<file path="src/rtl/core/sha1_pkg.sv">
// Shared types and constants of the SHA-1 hash core.
`default_nettype none
package sha1_pkg;

	typedef struct packed {
		logic [7:0] data_byte;
		logic       has_byte;
		logic       end_of_message;
	} msg_t;

	typedef struct packed {
		logic [31:0] digest_word;
		logic [2:0]  word_index;
		logic        last_word;
	} digest_t;

	typedef enum logic [2:0] {
		ST_IDLE,
		ST_PAD,
		ST_COMP,
		ST_FINAL,
		ST_OUT
	} state_t;

	localparam logic [31:0] SHA1_IV [5] = '{
		32'h67452301, 32'hEFCDAB89, 32'h98BADCFE, 32'h10325476, 32'hC3D2E1F0
	};

	localparam logic [31:0] K_R0 = 32'h5A827999;
	localparam logic [31:0] K_R1 = 32'h6ED9EBA1;
	localparam logic [31:0] K_R2 = 32'h8F1BBCDC;
	localparam logic [31:0] K_R3 = 32'hCA62C1D6;

	localparam logic [7:0] PAD_BYTE  = 8'h80;
	localparam logic [5:0] LEN_POS   = 6'd56;
	localparam logic [5:0] FILL_LAST = 6'd63;
	localparam logic [6:0] ROUND_LAST = 7'd79;
	localparam logic [2:0] WORD_LAST = 3'd4;

endpackage
`default_nettype wire

</file>
<file path="src/rtl/core/sha1_hash_core_unit.sv">
// SHA-1 hash core: byte-wide message in, five-word digest out.
// Message bytes are taken one per cycle, while the port is ready, into a
// 512-bit block shift line. When 64 bytes are held the block is compressed
// by one shared round unit, one round per cycle, followed by the chaining add;
// the message port is not ready during the rounds and the chaining add. On
// the end mark the padding (0x80, zeros, 64-bit big-endian bit length) is
// shifted in one byte per cycle, followed by one or two compressions, and the
// digest then leaves as five words, most significant first, one per
// transfer. The port accepts again after the fifth word, starting afresh
// from the initial values.
`default_nettype none
module sha1_hash_core_unit
	import sha1_pkg::*;
(
	input  wire logic    clk,
	input  wire logic    arst_n,
	input  wire logic    msg_valid,
	output logic         msg_ready,
	input  wire msg_t    msg,
	output logic         digest_valid,
	input  wire logic    digest_ready,
	output digest_t      digest
);

	state_t      state_q, state_d;
	logic [511:0] blk_q;
	logic [5:0]  fill_q;
	logic [63:0] bits_q;
	logic [31:0] h_q [5];
	logic [31:0] a_q, b_q, c_q, d_q, e_q;
	logic [6:0]  rnd_q;
	logic [2:0]  idx_q;
	logic        pend_q, sent80_q, len_blk_q, final_q;

	logic        in_xfer, out_xfer;
	logic [7:0]  pad_byte;
	logic [7:0]  len_byte;
	logic [31:0] w0, w2, w8, w13, wmix, wnew;
	logic [31:0] f_val, k_val, t_val;

	assign in_xfer  = msg_valid && msg_ready;
	assign out_xfer = digest_valid && digest_ready;

	// Length bytes go out most significant first at positions 56..63.
	assign len_byte = bits_q[{~fill_q[2:0], 3'b000} +: 8];

	always_comb begin
		if (!sent80_q) begin
			pad_byte = PAD_BYTE;
		end else if (len_blk_q && fill_q >= LEN_POS) begin
			pad_byte = len_byte;
		end else begin
			pad_byte = 8'h00;
		end
	end

	// Schedule window: the oldest word sits in the top bits.
	assign w0   = blk_q[511:480];
	assign w2   = blk_q[447:416];
	assign w8   = blk_q[255:224];
	assign w13  = blk_q[95:64];
	assign wmix = w13 ^ w8 ^ w2 ^ w0;
	assign wnew = {wmix[30:0], wmix[31]};

	always_comb begin
		if (rnd_q < 7'd20) begin
			f_val = (b_q & c_q) | (~b_q & d_q);
			k_val = K_R0;
		end else if (rnd_q < 7'd40) begin
			f_val = b_q ^ c_q ^ d_q;
			k_val = K_R1;
		end else if (rnd_q < 7'd60) begin
			f_val = (b_q & c_q) | (b_q & d_q) | (c_q & d_q);
			k_val = K_R2;
		end else begin
			f_val = b_q ^ c_q ^ d_q;
			k_val = K_R3;
		end
	end

	assign t_val = {a_q[26:0], a_q[31:27]} + f_val + e_q + k_val + w0;

	// Next state
	always_comb begin
		state_d = state_q;
		unique case (state_q)
			ST_IDLE: begin
				if (in_xfer) begin
					if (msg.has_byte && fill_q == FILL_LAST) begin
						state_d = ST_COMP;
					end else if (msg.end_of_message) begin
						state_d = ST_PAD;
					end
				end
			end
			ST_PAD: begin
				if (fill_q == FILL_LAST) begin
					state_d = ST_COMP;
				end
			end
			ST_COMP: begin
				if (rnd_q == ROUND_LAST) begin
					state_d = ST_FINAL;
				end
			end
			ST_FINAL: begin
				if (final_q) begin
					state_d = ST_OUT;
				end else if (pend_q) begin
					state_d = ST_PAD;
				end else begin
					state_d = ST_IDLE;
				end
			end
			ST_OUT: begin
				if (out_xfer && idx_q == WORD_LAST) begin
					state_d = ST_IDLE;
				end
			end
			default: state_d = ST_IDLE;
		endcase
	end

	// Outputs
	always_comb begin
		msg_ready    = 1'b0;
		digest_valid = 1'b0;
		unique case (state_q)
			ST_IDLE:  msg_ready    = 1'b1;
			ST_OUT:   digest_valid = 1'b1;
			default: begin
				msg_ready    = 1'b0;
				digest_valid = 1'b0;
			end
		endcase
	end

	assign digest.digest_word = h_q[idx_q];
	assign digest.word_index  = idx_q;
	assign digest.last_word   = (idx_q == WORD_LAST);

	always_ff @(posedge clk or negedge arst_n) begin
		if (!arst_n) begin
			state_q   <= ST_IDLE;
			fill_q    <= '0;
			bits_q    <= '0;
			rnd_q     <= '0;
			idx_q     <= '0;
			pend_q    <= 1'b0;
			sent80_q  <= 1'b0;
			len_blk_q <= 1'b0;
			final_q   <= 1'b0;
			for (int i = 0; i < 5; i++) begin
				h_q[i] <= SHA1_IV[i];
			end
		end else begin
			state_q <= state_d;
			unique case (state_q)
				ST_IDLE: begin
					if (in_xfer) begin
						pend_q    <= msg.end_of_message;
						sent80_q  <= 1'b0;
						len_blk_q <= 1'b0;
						final_q   <= 1'b0;
						if (msg.has_byte) begin
							fill_q <= fill_q + 6'd1;
							bits_q <= bits_q + 64'd8;
						end
						rnd_q <= '0;
					end
				end
				ST_PAD: begin
					fill_q <= fill_q + 6'd1;
					if (!sent80_q) begin
						sent80_q  <= 1'b1;
						len_blk_q <= (fill_q < LEN_POS);
					end
					if (fill_q == FILL_LAST) begin
						final_q <= sent80_q && len_blk_q;
					end
					rnd_q <= '0;
				end
				ST_COMP: begin
					rnd_q <= rnd_q + 7'd1;
				end
				ST_FINAL: begin
					h_q[0] <= h_q[0] + a_q;
					h_q[1] <= h_q[1] + b_q;
					h_q[2] <= h_q[2] + c_q;
					h_q[3] <= h_q[3] + d_q;
					h_q[4] <= h_q[4] + e_q;
					// second padding block carries the length
					if (!final_q && pend_q) begin
						len_blk_q <= 1'b1;
					end
				end
				ST_OUT: begin
					if (out_xfer) begin
						if (idx_q == WORD_LAST) begin
							idx_q  <= '0;
							bits_q <= '0;
							pend_q <= 1'b0;
							for (int i = 0; i < 5; i++) begin
								h_q[i] <= SHA1_IV[i];
							end
						end else begin
							idx_q <= idx_q + 3'd1;
						end
					end
				end
				default: begin
					idx_q <= '0;
				end
			endcase
		end
	end

	// Block shift line and working words: payload, no reset
	always_ff @(posedge clk) begin
		if (state_q == ST_IDLE && in_xfer && msg.has_byte) begin
			blk_q <= {blk_q[503:0], msg.data_byte};
		end else if (state_q == ST_PAD) begin
			blk_q <= {blk_q[503:0], pad_byte};
		end else if (state_q == ST_COMP) begin
			blk_q <= {blk_q[479:0], wnew};
		end

		if (state_q == ST_COMP) begin
			a_q <= t_val;
			b_q <= a_q;
			c_q <= {b_q[1:0], b_q[31:2]};
			d_q <= c_q;
			e_q <= d_q;
		end else begin
			// load the chaining words ahead of the first round
			a_q <= h_q[0];
			b_q <= h_q[1];
			c_q <= h_q[2];
			d_q <= h_q[3];
			e_q <= h_q[4];
		end
	end

endmodule
`default_nettype wire

</file>
<file path="config.mk">
export PLATFORM = sky130hd
export DESIGN_NAME = sha1_hash_core_unit
export DESIGN_NICKNAME = d
export VERILOG_FILES = /design/src/rtl/core/sha1_pkg.sv /design/src/rtl/core/sha1_hash_core_unit.sv
export SDC_FILE = /design/constraint.sdc
export NUM_CORES = 2
export LEC_CHECK = 0
export BUFFER_PORTS_ARGS = -buffer_cell sky130_fd_sc_hd__buf_2
export CAP_MARGIN = 5
export CORE_UTILIZATION = 40
export CTS_CLUSTER_SIZE = 16
export DETAILED_ROUTE_END_ITERATION = 8
export PLACE_DENSITY_LB_ADDON = 0.1
export SETUP_SLACK_MARGIN = 0.02
export SLEW_MARGIN = 20
export SYNTH_ARGS = -nofsm -noshare
export SYNTH_HDL_FRONTEND = slang
export SYNTH_SLANG_ARGS = --single-unit
</file>
<file path="constraint.sdc">
create_clock -name clk -period 24.9 [get_ports clk]
set_clock_uncertainty 0.15 [all_clocks]
set_input_delay 4.98 -clock clk [delete_from_list [all_inputs] [get_ports clk]]
set_output_delay 4.98 -clock clk [all_outputs]
set_load 0.02 [all_outputs]
</file>
==> qor.yml <==
job:
  drv_cap: 0
routing:
  dr.pass1.iters: 5
  drt_iter0_drc: 2440
  vias: 34600
  wl_per_cell_um: 21.4
  drcViolationCount: 0
  viasPerCell: 5.34
  drtAntennaViolNets: 0
  detail_route.wirelength_um: 139000
sta:
  worst_pin_slew_ps: 1090
  finalSetupViolCount: 0
  setup_slack_ps: 16180
  rsz0062_at_grt: "false"
  whs_ps: 328
  max_freq_mhz: 115
  hold_viol: 0
  layout_min_cycle_time_ps: 8720
  slew_headroom_pct: 27.6
  finalMaxSlewViolations: 0
  fin_setup_tns_ps: 0
  fin_crit_sh_pct: 35.0
setup_path:
  cp.required_ps: 25090
  cpPeakStageDelay_ps: 920
  worst_path_max_delay_cell: "buf_4"
  end_kind: "flip-flop"
  crit_path_cell_trace: "buf_2, a21oi_1, nor3_2, buf_4, nand2b_4, buf_4, buf_4"
  worstSetupPathType: "in -> reg"
  crit_top_cell: "buf_4"
  worst_setup_path_start_kind: "input pin"
  arrival_ps: 8910
  cp_max_fo: 83
clocking:
  cts_root_buffer: "clkbuf_16"
  insertion_delay_ps: 740
  postCtsSetupRepairBufs: 0
  post_cts_resized: 0
  numCtsBuffers: 108
  cts_max_level: 3
  clk_pin_slew_worst_paths_ps: 60
  cts_sinks: 916
  cts_hold_buf: 0
  cts_tree: "yes"
  clock_path_buffers: 3
placed_design:
  dp_hpwl_um: 98000
  pre_cts_ws_ps: 15340
  gp_congestion: 0.856
  portBuffers: 51
synthesis:
  synth_seq_cells: 916
  synth_flop_cell: "edfxtp_1"
  synthCells: 4653
  synth_edf_count: 512
  synth_area_per_cell_um2: 11.1
  synthArstFlopShare_pct: 26.6
  yosysWarnings: 0
  synth.cell_area_um2: 51800
  synth_cell_type_count: 92
  syn_nets: 4991
  ys_seq_area_share_pct: 47.9
grt:
  gr-total-overflow: 0
  grt_pass1_vias: 34900
  grt_pass1_wl_um: 214000
  grt_max_degree: 195
  antenna_found_initial: 1
  track_usage_pct: 21.2
floorplan:
  die_h_um: 362
  core_area_um2: 128000
  die_area_um2: 131000
  io_pins: 52
  dieWidth_um: 362
  initial_utilization_pct: 40.5
  rows: 131
final_layout:
  drive_above_1_share_pct: 19.1
  area_growth_pct: 11.2
  fin_nets: 5002
  final_util_pct: 45.0
  n_antenna_cell: 0
hold_path:
  min_path_type: "reg -> reg"
run_status:
  status: "completed"
-- cell usage in the layout (no fill, tap or decap), types with 23 or more instances in the layout --
master and count:
nand2_1 621, edfxtp_1 512, mux2_2 492, o21ai_0 287
nor2_1 281, inv_1 280, a21oi_1 202, ha_1 199
xnor2_1 182, dfrtp_1 162, dfxtp_1 160, fa_1 125
xor2_1 112, clkbuf_16 111, a21o_1 91, dfstp_2 80
nand3_1 65, buf_2 50, mux4_2 45, nor3_1 42
mux2i_1 38, and3_1 32, buf_4 31, nand2b_1 30
o21a_1 29, nand4_1 27, a211oi_1 25, or3_1 23
-- final timing paths --
| check | start | end | slack (ps) | cells past startpoint |
|---|---|---|---|---|
| min in group asynchronous | arst_n | h_q[94] | 4090 | 1 |
| worst max-delay path | msg_valid | blk_q[218] | 16180 | 7 |
| worst max register to register | rnd_q[5] | a_q[30] | 17960 | 22 |
| max in group asynchronous | arst_n | bits_q[59] | 18590 | 3 |
| worst min-delay path | fill_q[5] | fill_q[5] | 330 | 1 |
| worst min register to register | fill_q[5] | fill_q[5] | 330 | 1 |
-- final cells by class --
class	instances	area [um2]
Inverter	282	1060
Fill cell	12000	70400
Clock inverter	53	599
Sequential cell	916	24800
Clock buffer	151	3110
Multi-Input combinational cell	3271	25300
Timing Repair Buffer	85	549
Tap cell	1729	2160
-- kinds of logic (layout without fill, tap and decap cells) --
| family | count (synthesis) | after routing | share of synthesized area [%] |
|---|---|---|---|
| adders and majority gates | 324 | 324 | 9.64 |
| buffers and inverters | 466 | 571 | 3.41 |
| AOI/OAI and AO/OA | 870 | 870 | 10.5 |
| xor gates and xnor gates | 294 | 294 | 4.97 |
| muxes | 575 | 575 | 13.4 |
| and+or+nand+nor | 1208 | 1208 | 10.2 |
| DFF | 916 | 916 | 47.9 |
-- metrics by stage --
stage	instances	cell area, um2
6_report	6487	57600
5_1_grt	6487	57600
4_1_cts	6487	57600
3_5_place_dp	6283	53900
3_3_place_gp	6283	53900
2_1_floorplan	4653	51800
-- per-layer routing --
metal | track usage [%] | share of wire, % | up-vias
met4 | 4.80 | 2.1 | 0
met1 | 30.1 | 47 | 17200
met2 | 34.5 | 47 | 589
met3 | 2.68 | 3.6 | 160
met5 | 0 | 0 | -
li1 | - | - | 16600
-- sequential cells by signal (all words and copies together) (netlist names) --
name,cells
final_q,1
e_q,32
idx_q,3
len_blk_q,1
state_q,3
a_q,32
b_q,32
c_q,32
rnd_q,7
h_q,160
fill_q,6
d_q,32
pend_q,1
sent80_q,1
bits_q,61
blk_q,512
-- worst max-delay path, delay by kind of cell --
family / cells / cell delay, ps
compound gates: 1 / 100
simple gates: 2 / 960
buf+inv: 4 / 2630
-- synth_stat cells (125+ instances only) --
cell type | number | share of area, %
o21ai_0 | 287 | 2.8
dfxtp_1 | 160 | 6.2
edfxtp_1 | 512 | 30
ha_1 | 199 | 4.8
dfrtp_1 | 164 | 7.9
xnor2_1 | 182 | 3.1
nand2_1 | 623 | 4.5
clkbuf_1 | 158 | 1.1
a21oi_1 | 202 | 2.0
inv_1 | 280 | 2.0
nor2_1 | 283 | 2.1
mux2_2 | 492 | 11
fa_1 | 125 | 4.8
Power is not shown: default switching activity piles up to over one toggle a cycle in this logic, so the estimate is an artifact.
